--- src/hdl/elwr_pkg.sv ---
// ----------------------------------------------------------------------------
// elwr_pkg: shared types and constants for the walk reachability core
// Function codes, stream field layout, controller states and the command and
// status groups that join the controller to the datapath.
// ----------------------------------------------------------------------------
package elwr_pkg;

  // function codes carried on s_tuser
  localparam logic [1:0] FUNC_NEW_GRAPH = 2'd0;
  localparam logic [1:0] FUNC_ADD_EDGE  = 2'd1;
  localparam logic [1:0] FUNC_QUERY     = 2'd2;

  // field widths
  localparam int FUNC_W  = 2;
  localparam int NODE_W  = 8;
  localparam int STEPS_W = 16;

  // stream widths and field positions inside s_tdata
  localparam int S_DATA_W  = 40;
  localparam int S_USER_W  = FUNC_W;
  localparam int M_DATA_W  = 8;
  localparam int COUNT_LSB = 0;
  localparam int NA_LSB    = 8;
  localparam int NB_LSB    = 16;
  localparam int STEPS_LSB = 24;

  // controller states
  typedef enum logic [3:0] {
    ST_IDLE,
    ST_CLEAR,
    ST_EDGE_RD_A,
    ST_EDGE_WR_A,
    ST_EDGE_RD_B,
    ST_EDGE_WR_B,
    ST_STEP_START,
    ST_SWEEP,
    ST_DRAIN,
    ST_STEP_END,
    ST_FINISH
  } state_t;

  // commands from controller to datapath
  typedef struct packed {
    logic take;         // input transaction accepted this cycle
    logic clr_write;    // zero one adjacency row, advance row counter
    logic edge_rd_a;    // read row of first endpoint
    logic edge_wr_a;    // write row of first endpoint
    logic edge_rd_b;    // read row of second endpoint
    logic edge_wr_b;    // write row of second endpoint
    logic step_start;   // shift frontier history, clear accumulator
    logic sweep_issue;  // read adjacency row k, advance k
    logic step_end;     // commit next frontier
    logic out_load;     // load result register
  } ctrl_cmd_t;

  // status from datapath to controller
  typedef struct packed {
    logic [1:0] in_func;
    logic       in_count_zero;
    logic       in_steps_zero;
    logic       clr_last;
    logic       sweep_last;
    logic       sweep_empty;
    logic       walk_done;
    logic       out_busy;
  } dp_status_t;

endpackage

--- src/hdl/elwr_ctrl.sv ---
// ----------------------------------------------------------------------------
// elwr_ctrl: controller of the walk reachability core
// Sequences row clearing, edge read-modify-write and the step loop of a walk
// query, and loads the result once the output register is free.
// ----------------------------------------------------------------------------
module elwr_ctrl
  import elwr_pkg::*;
(
  input  logic       clk,
  input  logic       rst,
  input  logic       s_tvalid,
  output logic       s_tready,
  input  dp_status_t status,
  output ctrl_cmd_t  cmd
);

  state_t state;
  state_t state_next;
  logic   take;

  assign take = s_tvalid && s_tready;

  // state register
  always_ff @(posedge clk) begin
    if (rst) begin
      state <= ST_IDLE;
    end else begin
      state <= state_next;
    end
  end

  // next state
  always_comb begin
    state_next = state;
    unique case (state)
      ST_IDLE: begin
        if (take) begin
          unique case (status.in_func)
            FUNC_NEW_GRAPH: state_next = status.in_count_zero ? ST_IDLE : ST_CLEAR;
            FUNC_ADD_EDGE:  state_next = ST_EDGE_RD_A;
            FUNC_QUERY:     state_next = status.in_steps_zero ? ST_FINISH : ST_STEP_START;
            default:        state_next = ST_IDLE;
          endcase
        end
      end
      ST_CLEAR: begin
        if (status.clr_last) begin
          state_next = ST_IDLE;
        end
      end
      ST_EDGE_RD_A:  state_next = ST_EDGE_WR_A;
      ST_EDGE_WR_A:  state_next = ST_EDGE_RD_B;
      ST_EDGE_RD_B:  state_next = ST_EDGE_WR_B;
      ST_EDGE_WR_B:  state_next = ST_IDLE;
      ST_STEP_START: state_next = status.sweep_empty ? ST_STEP_END : ST_SWEEP;
      ST_SWEEP: begin
        if (status.sweep_last) begin
          state_next = ST_DRAIN;
        end
      end
      ST_DRAIN:      state_next = ST_STEP_END;
      ST_STEP_END:   state_next = status.walk_done ? ST_FINISH : ST_STEP_START;
      ST_FINISH: begin
        if (!status.out_busy) begin
          state_next = ST_IDLE;
        end
      end
      default:       state_next = ST_IDLE;
    endcase
  end

  // outputs
  always_comb begin
    s_tready        = (state == ST_IDLE);
    cmd             = '0;
    cmd.take        = take;
    cmd.clr_write   = (state == ST_CLEAR);
    cmd.edge_rd_a   = (state == ST_EDGE_RD_A);
    cmd.edge_wr_a   = (state == ST_EDGE_WR_A);
    cmd.edge_rd_b   = (state == ST_EDGE_RD_B);
    cmd.edge_wr_b   = (state == ST_EDGE_WR_B);
    cmd.step_start  = (state == ST_STEP_START);
    cmd.sweep_issue = (state == ST_SWEEP);
    cmd.step_end    = (state == ST_STEP_END);
    cmd.out_load    = (state == ST_FINISH) && !status.out_busy;
  end

`ifndef SYNTH
  a_zero_step_query: assert property (@(posedge clk) disable iff (rst)
    (take && (status.in_func == FUNC_QUERY) && status.in_steps_zero)
      |=> (state == ST_FINISH))
    else $error("zero step query did not go to finish");

  a_load_when_free: assert property (@(posedge clk) disable iff (rst)
    cmd.out_load |-> !status.out_busy)
    else $error("result loaded over a held result");
`endif

endmodule

--- config.mk ---
export PLATFORM = sky130hd
export DESIGN_NAME = elwr_ctrl
export DESIGN_NICKNAME = d
export VERILOG_FILES = /design/src/hdl/elwr_pkg.sv /design/src/hdl/elwr_ctrl.sv
export SDC_FILE = /design/constraint.sdc
export NUM_CORES = 1
export LEC_CHECK = 0
export BUFFER_PORTS_ARGS = -buffer_cell sky130_fd_sc_hd__buf_4
export CAP_MARGIN = 20
export CORE_ASPECT_RATIO = 0.9
export CORE_UTILIZATION = 35
export DETAILED_ROUTE_END_ITERATION = 16
export PLACE_DENSITY = 0.59
export SYNTH_ARGS = -nofsm -noshare
export SYNTH_HDL_FRONTEND = slang
export SYNTH_SLANG_ARGS = --single-unit
--- constraint.sdc ---
create_clock -name clk -period 2.3 [get_ports clk]
set_input_delay 0.46 -clock clk [delete_from_list [all_inputs] [get_ports clk]]
set_output_delay 0.46 -clock clk [all_outputs]
set_load 0.05 [all_outputs]
==> metrics.md, run 1 <==
| Metric | Value |
|---|---|
| Maximum clock rate | `482 MHz` |
| Max rail drop VDD | `0.427 mV` |
| Via-per-instance ratio | `5.55` |
| Min-delay worst type | `input pin to flip-flop` |
| Final min period | `2.08 ns` |
| EDFF count, synth | `0` |
| Clock latency at the later pin of the worst-skew pair | `0.24 ns` |
| Final instance area | `712 µm²` |
| Global-route wire length before repair | `2250 µm` |
| Clk network pwr share | `9.4%` |
| Die Y | `39.2 µm` |
| Register area share after synthesis | `14.8%` |
| Post-synth top flop | `dfxtp_1` |
| Post-synthesis async set-or-reset flop share | `0%` |
| Crit-path max FO | `18` |
| Synth Instances | `72` |
| Critical path class | `flip-flop to primary output` |
| Slowest-stage cell, CP | `dfxtp_1` |
| Max-capacitance violation count | `0` |
| RSZ-0062 raised after global routing | `false` |
| Crit start category | `flip-flop` |
| WHS | `0.451 ns` |
| Area growth, synth to finish | `32.0%` |
| Layout cells sized above 1 | `35.6%` |
| Initial drt markers | `16` |
| Critical-path cell list | `nand2b_1 -> nor2_1 -> buf_4` |
| Leakage | `0.311 nW` |
| Longest Clk Path Bufs | `2` |
| Grt ovf | `0` |
| Register bank with the most flops | `state` |
| Critical Path RT | `1.84 ns` |
| Post CTS Setup Buffer Count | `0` |
| Hold Buf Count CTS | `0` |
| Sw frac | `57.6%` |
| Largest net degree at the start of global routing | `19` |
| Area of the die | `1700 µm²` |
| All-Layer GR Usage | `18.1%` |
| Failing checks | `DRC` |
| Diodes inserted | `0` |
| CP max stage delay | `0.74 ns` |
| Crit share post-route | `90.3%` |
| TritonRoute pass-1 iters | `10` |
| Biggest regs | `state (4)` |
| Post_cts resized | `0` |
| Mapped Area | `539 µm²` |
| Area of the multi-input gates | `407 µm²` |
| Total internal power | `0.000389 W` |
| Worst EP arrival | `1.62 ns` |
| FF+latch count, synth | `4` |
| Register area | `80.1 µm²` |
| Residual DRC | `7` |
| TritonCTS buffer count | `3` |
| CP Capture Type | `primary output` |
| Root buffer cell | `clkbuf_4` |
| Core Region | `1450 µm²` |
| Synth Warn # | `0` |
| Clock-pin slew on the worst setup and hold paths | `0.03 ns` |
| Via count | `583` |
| Slew Viols, Final | `0` |
| Worst Skew | `0.00596 ns` |
| Max reg flops | `4` |
| Avg Inst Size Synth | `7.49 µm²` |
| Syn Nets | `87` |
| Final GP Congestion | `0.761` |
| IO Count | `23` |
| Power Dens Cells | `1290 nW/µm²` |
| Final Hold Vio Count | `0` |
| Distinct cells, synth | `34` |
| Outcome | `finished, violations left` |
| Number of global-route vias before repair | `458` |
| TNS Setup | `0 ns` |
| Final ANT Viol Nets | `0` |
| Slew headroom | `55.2%` |
| # port buffers | `22` |
| Final setup viols | `0` |
| Nets | `107` |
| Placed cell area | `689 µm²` |
| Net Sw Power | `0.000528 W` |
| H-tree Lvls | `1` |
| FP Rows | `13` |
| Clk sinks | `4` |
| Fillers | `155` |
| Comb power frac | `66.2%` |
| CTS tree | `done` |
| Final WL | `1440 µm` |
| Worst Tran Pin Value | `0.672 ns` |
| Sequential share of power | `24.4%` |
| Die X | `43.4 µm` |
| Starting Density | `37.3%` |
| Initial antenna violation count | `0` |
| WL/cell | `13.7 µm` |
-- cells in the final DEF (no fill, tap or decap) --
cell,Yosys,layout
a21o_1,1,1
a21oi_1,2,2
a221oi_4,1,1
a22o_1,1,1
a311oi_1,1,1
and2_1,1,1
and3_1,1,1
and3b_1,1,1
buf_4,2,22
clkbuf_4,0,3
dfxtp_1,4,4
ha_1,3,3
inv_1,5,5
nand2_1,5,5
nand2b_1,3,3
nand3_1,1,1
nand3_2,1,1
nand3b_1,3,3
nor2_1,9,9
nor2b_1,1,1
nor3_1,7,6
nor3_2,0,1
nor4_2,0,1
nor4_4,1,1
o2111ai_1,1,1
o211ai_2,1,1
o21ai_0,2,2
o21ai_1,2,2
o221a_1,1,1
o22a_1,2,2
o311a_1,1,1
o32ai_1,1,1
or2_4,1,1
-- Yosys cell counts, types with 2 or more instances --
cell type	number	area share (%)
buf_2	3	2.8
o21ai_1	2	1.9
o22a_1	2	3.2
nand3b_1	3	4.2
ha_1	3	7.0
a21oi_1	2	1.9
nand2b_1	3	3.5
dfxtp_1	4	15
nand2_1	5	3.5
inv_1	5	3.5
nor2_1	9	6.3
buf_4	2	2.8
o21ai_0	2	1.9
nor3_1	7	6.5
-- worst paths after layout --
| path | from | to | slack [ns] | cells after the start |
|---|---|---|---|---|
| hold / removal | rst | state[1]$_SDFFE_PP0P_ | 0.45 | 2 |
| setup reg to reg | state[3]$_SDFFE_PP0P_ | state[0]$_SDFFE_PP0P_ | 0.58 | 4 |
| hold reg to reg | state[1]$_SDFFE_PP0P_ | state[1]$_SDFFE_PP0P_ | 0.85 | 2 |
| setup / recovery | state[1]$_SDFFE_PP0P_ | cmd[2] | 0.22 | 3 |
-- through the flow --
stage          setup slack, ns  std cells  power [W]  utilization [%]
2_1_floorplan           0.0454         72   0.000709                -
3_3_place_gp             0.482        102   0.000820             47.6
3_5_place_dp             0.472        102   0.000829             47.6
6_report                 0.224        105   0.000917             49.2
5_1_grt                 0.0385        105   0.000978             49.2
4_1_cts                  0.223        105   0.000917             49.2
-- power by group through the flow --
stage / sequential (W) / clock, W / combinational (W)
after floorplan: 0.000115 / 0 / 0.000594
after global placement: 0.000218 / 0 / 0.000602
after detailed placement: 0.000223 / 0 / 0.000606
after CTS: 0.000223 / 0.0000868 / 0.000607
after global routing: 0.000240 / 0.0000924 / 0.000645
final: 0.000224 / 0.0000858 / 0.000607
-- logic make-up (layout without fill, tap and decap cells) --
family | Yosys count | after routing | synth area share, %
and+or+nand+nor | 36 | 36 | 38.5
AOI/OAI and AO/OA | 17 | 17 | 27.8
buffers and inverters | 12 | 30 | 11.8
DFF | 4 | 4 | 14.8
adders and majority gates | 3 | 3 | 6.96
-- cell type report --
class	instances	area share, %
Multi-Input combinational cell	56	57.1
Timing Repair Buffer	22	23.2
Sequential cell	4	11.2
Clock buffer	3	3.16
Inverter	5	2.64
Tap cell	15	2.64
-- critical path, delay by kind of cell, from the launching register on --
family	cells	cell delay, ns
buf+inv	1	0.22
simple gates	2	0.42
flops	1	0.74
-- metal layers --
layer	wire length, µm	track usage [%]
met4	0	0
met3	76	4.67
met2	638	27.7
met1	726	26.7
met5	0	0
No activity file was read; power rests on OpenSTA's default activity.
==> run 2: changes to the inputs <==
--- a/config.mk
+++ b/config.mk
@@ -5,12 +5,13 @@
 export SDC_FILE = /design/constraint.sdc
 export NUM_CORES = 1
 export LEC_CHECK = 0
+export ABC_AREA = 1
 export BUFFER_PORTS_ARGS = -buffer_cell sky130_fd_sc_hd__buf_4
 export CAP_MARGIN = 20
 export CORE_ASPECT_RATIO = 0.9
 export CORE_UTILIZATION = 35
 export DETAILED_ROUTE_END_ITERATION = 16
-export PLACE_DENSITY = 0.59
+export PLACE_DENSITY = 0.6
 export SYNTH_ARGS = -nofsm -noshare
 export SYNTH_HDL_FRONTEND = slang
 export SYNTH_SLANG_ARGS = --single-unit
==> metrics.md, run 2 <==
| Metric | Value |
|---|---|
| Outcome | `completed` |
| Final setup viols | `0 (unchanged)` |
| Initial drt markers | `15 (-1)` |
| Clock-pin slew on the worst setup and hold paths | `0.03 ns (about the same)` |
| Commonest cells after routing, fill and taps aside | `buf_4, inv_1, nand2_1` |
| Post_cts resized | `0 (unchanged)` |
| Worst setup margin | `0.358 ns (+0.134 ns)` |
| Area share of the largest cell type after synthesis | `15.8% (+0.99 points)` |
| DP HPWL | `1050 µm` |
| Crit path max-delay family | `flip-flops` |
| Slowest-stage cell, CP | `dfxtp_1` |
| Commonest non-fill, non-tap cell in the layout | `buf_4` |
| Die X | `42.1 µm (-3.0%)` |
| H-tree Lvls | `1 (unchanged)` |
| Critical path class | `flip-flop to primary output` |
| Most frequent cell after synthesis | `inv_1` |
| Slew Viols, Final | `0 (unchanged)` |
| Via-per-instance ratio | `4.75 (-15%)` |
| WHS | `0.418 ns (-0.0331 ns)` |
| Maximum clock rate | `515 MHz (+6.9%)` |
| FP Rows | `12 (-1)` |
| Min-delay worst type | `input pin to flip-flop` |
| Leakage | `0.402 nW (+29%)` |
| Reg2reg setup slack | `0.96 ns (+0.38 ns)` |
| Via count | `579 (-0.69%)` |
| Grt ovf | `0 (unchanged)` |
| Max rail drop VDD | `0.619 mV (+45%)` |
| Placed cell area | `687 µm² (-0.36%)` |
| Worst path depth | `5 (+2)` |
| Top cells by area, synth | `dfxtp_1, inv_1, nand2_1` |
| Residual DRC | `0 (-7)` |
| IO Count | `23 (unchanged)` |
| Power, Total | `0.000649 W (-29%)` |
| Hold EP | `state[1]$_SDFFE_PP0P_` |
| CTS tree | `done` |
| Biggest regs | `state (4)` |
| Distinct cells, synth | `19 (-44%)` |
| Worst EP arrival | `1.48 ns (-0.14 ns)` |
| # port buffers | `22 (unchanged)` |
| Power Dens Cells | `915 nW/µm² (-29%)` |
| Initial antenna violation count | `0 (unchanged)` |
| Starting Density | `39.1% (+1.9 points)` |
| Register bank with the most flops | `state` |
| Final Hold Vio Count | `0 (unchanged)` |
| Area of the die | `1600 µm² (-6.0%)` |
| TritonCTS buffer count | `3 (unchanged)` |
| Post-synth top flop | `dfxtp_1` |
| Global-route wire length before repair | `2150 µm (-4.3%)` |
| Mapped Area | `505 µm² (-6.3%)` |
| RR Endpoint | `state[2]$_SDFFE_PP0P_` |
| Max-capacitance violation count | `0 (unchanged)` |
| Layout cells sized above 1 | `38.0% (+2.4 points)` |
| Final instance area | `709 µm² (-0.35%)` |
| Critical Path RT | `1.84 ns (about the same)` |
| Synth Warn # | `0 (unchanged)` |
| Max reg flops | `4 (unchanged)` |
| R2R Path Start | `state[1]$_SDFFE_PP0P_` |
| Crit-path max FO | `8 (-10)` |
| Worst Tran Pin Value | `0.392 ns (-0.280 ns)` |
| FF+latch count, synth | `4 (unchanged)` |
| Final min period | `1.94 ns (-0.134 ns)` |
| Die Y | `38.1 µm (-3.0%)` |
| WL/cell | `10.1 µm (-27%)` |
| Post CTS Setup Buffer Count | `0 (unchanged)` |
| Clock latency at the later pin of the worst-skew pair | `0.23 ns (about the same)` |
| CP max stage delay | `0.55 ns (-0.19 ns)` |
| Root buffer cell | `clkbuf_4` |
| TritonRoute pass-1 iters | `4 (-6)` |
| Area growth, synth to finish | `40.3%` |
| Commonest cells post-synth | `inv_1, nand2_1, nor2_1` |
| Nets | `125 (+17%)` |
| Hold depth | `2 (unchanged)` |
| Largest net degree at the start of global routing | `9 (-10)` |
| Place WS | `0.595 ns (+0.122 ns)` |
| Crit start category | `flip-flop` |
| Syn Nets | `99 (+14%)` |
| EDFF count, synth | `0 (unchanged)` |
| TNS Setup | `0 ns (unchanged)` |
| Slew headroom | `73.9% (+19 points)` |
| Hold Buf Count CTS | `0 (unchanged)` |
| Diodes inserted | `0 (unchanged)` |
| CP Capture Type | `primary output` |
| Post-synth top area cell | `dfxtp_1` |
| Critical-path cell list | `inv_2 -> nor2_1 -> inv_1 -> nor4_2 -> buf_4` |
| Core Region | `1290 µm² (-11%)` |
| Avg Inst Size Synth | `6.02 µm² (-20%)` |
| Number of global-route vias before repair | `533 (+16%)` |
| Final GP Congestion | `0.853 (+12%)` |
| Crit share post-route | `84.4% (-5.8 points)` |
| Hold Startpoint | `rst` |
| Worst Skew | `0.00384 ns (-0.00212 ns)` |
| Buf+Inv Stages, Crit Path | `3 (+2)` |
| Worst R2R Path Depth | `8 (+4)` |
| Post-synthesis async set-or-reset flop share | `0% (unchanged)` |
| Synth Instances | `84 (+17%)` |
| RSZ-0062 raised after global routing | `false` |
| Clk sinks | `4 (unchanged)` |
| Final WL | `1230 µm (-15%)` |
| All-Layer GR Usage | `17.6% (-0.58 points)` |
| Longest Clk Path Bufs | `2 (unchanged)` |
| Register area share after synthesis | `15.8% (+0.99 points)` |
| Final ANT Viol Nets | `0 (unchanged)` |
[run 2: worst reg2reg max path: stages, from the launching register on]
cell and delay (ns):
dfxtp_1 0.55, inv_2 0.07, nor2_1 0.16, nand3_1 0.15
nand2_1 0.10, inv_1 0.04, nand2_1 0.06, nand2_1 0.05
a21oi_1 0.10
[run 2: layout make-up]
type | count | area, µm²
Clock buffer | 3 | 22.5
Fill cell | 141 | 582
Inverter | 21 | 78.8
Multi-Input combinational cell | 57 | 338
Sequential cell | 4 | 80.1
Tap cell | 14 | 17.5
Timing Repair Buffer | 23 | 173
[run 2: worst max path at each step]
stage                           from     end
3_5_place_dp   state[1]$_SDFFE_PP0P_  cmd[0]
6_report       state[1]$_SDFFE_PP0P_  cmd[0]
2_1_floorplan  state[1]$_SDFFE_PP0P_  cmd[0]
5_1_grt        state[1]$_SDFFE_PP0P_  cmd[0]
4_1_cts        state[1]$_SDFFE_PP0P_  cmd[0]
3_3_place_gp   state[1]$_SDFFE_PP0P_  cmd[0]
[run 2: routing by layer]
metal | vias up | share of wire [%] | routed length [µm] | track usage, %
met5 | - | 0 | 0 | 0
met4 | 0 | 0 | 0 | 2.34
met3 | 0 | 7.4 | 91 | 4.72
met2 | 18 | 44 | 538 | 31.3
met1 | 249 | 49 | 599 | 22.1
li1 | 312 | - | - | -
[run 2: kinds of logic (layout without fill, tap and decap cells)]
group	count (synthesis)	count (layout)	synth area share, %
compound gates	9	9	11.6
fa+ha+maj	3	3	7.43
buf+inv	23	47	18.6
flops	4	4	15.8
simple gates	45	45	46.5
[run 2: stage by stage]
| stage | instances | util (%) |
|---|---|---|
| finish | 122 | 54.9 |
| global route | 122 | 54.9 |
| CTS | 122 | 54.9 |
| detailed placement | 119 | 53.2 |
| global placement | 119 | 53.2 |
| floorplan | 84 | - |
[run 2: report_power, final]
group	switching, W	internal (W)	leakage, nW
logic	0.000297	0.000142	0.355
clock network	0.0000265	0.0000582	0.0138
registers	0.0000393	0.0000863	0.0327
total	0.000363	0.000287	0.402
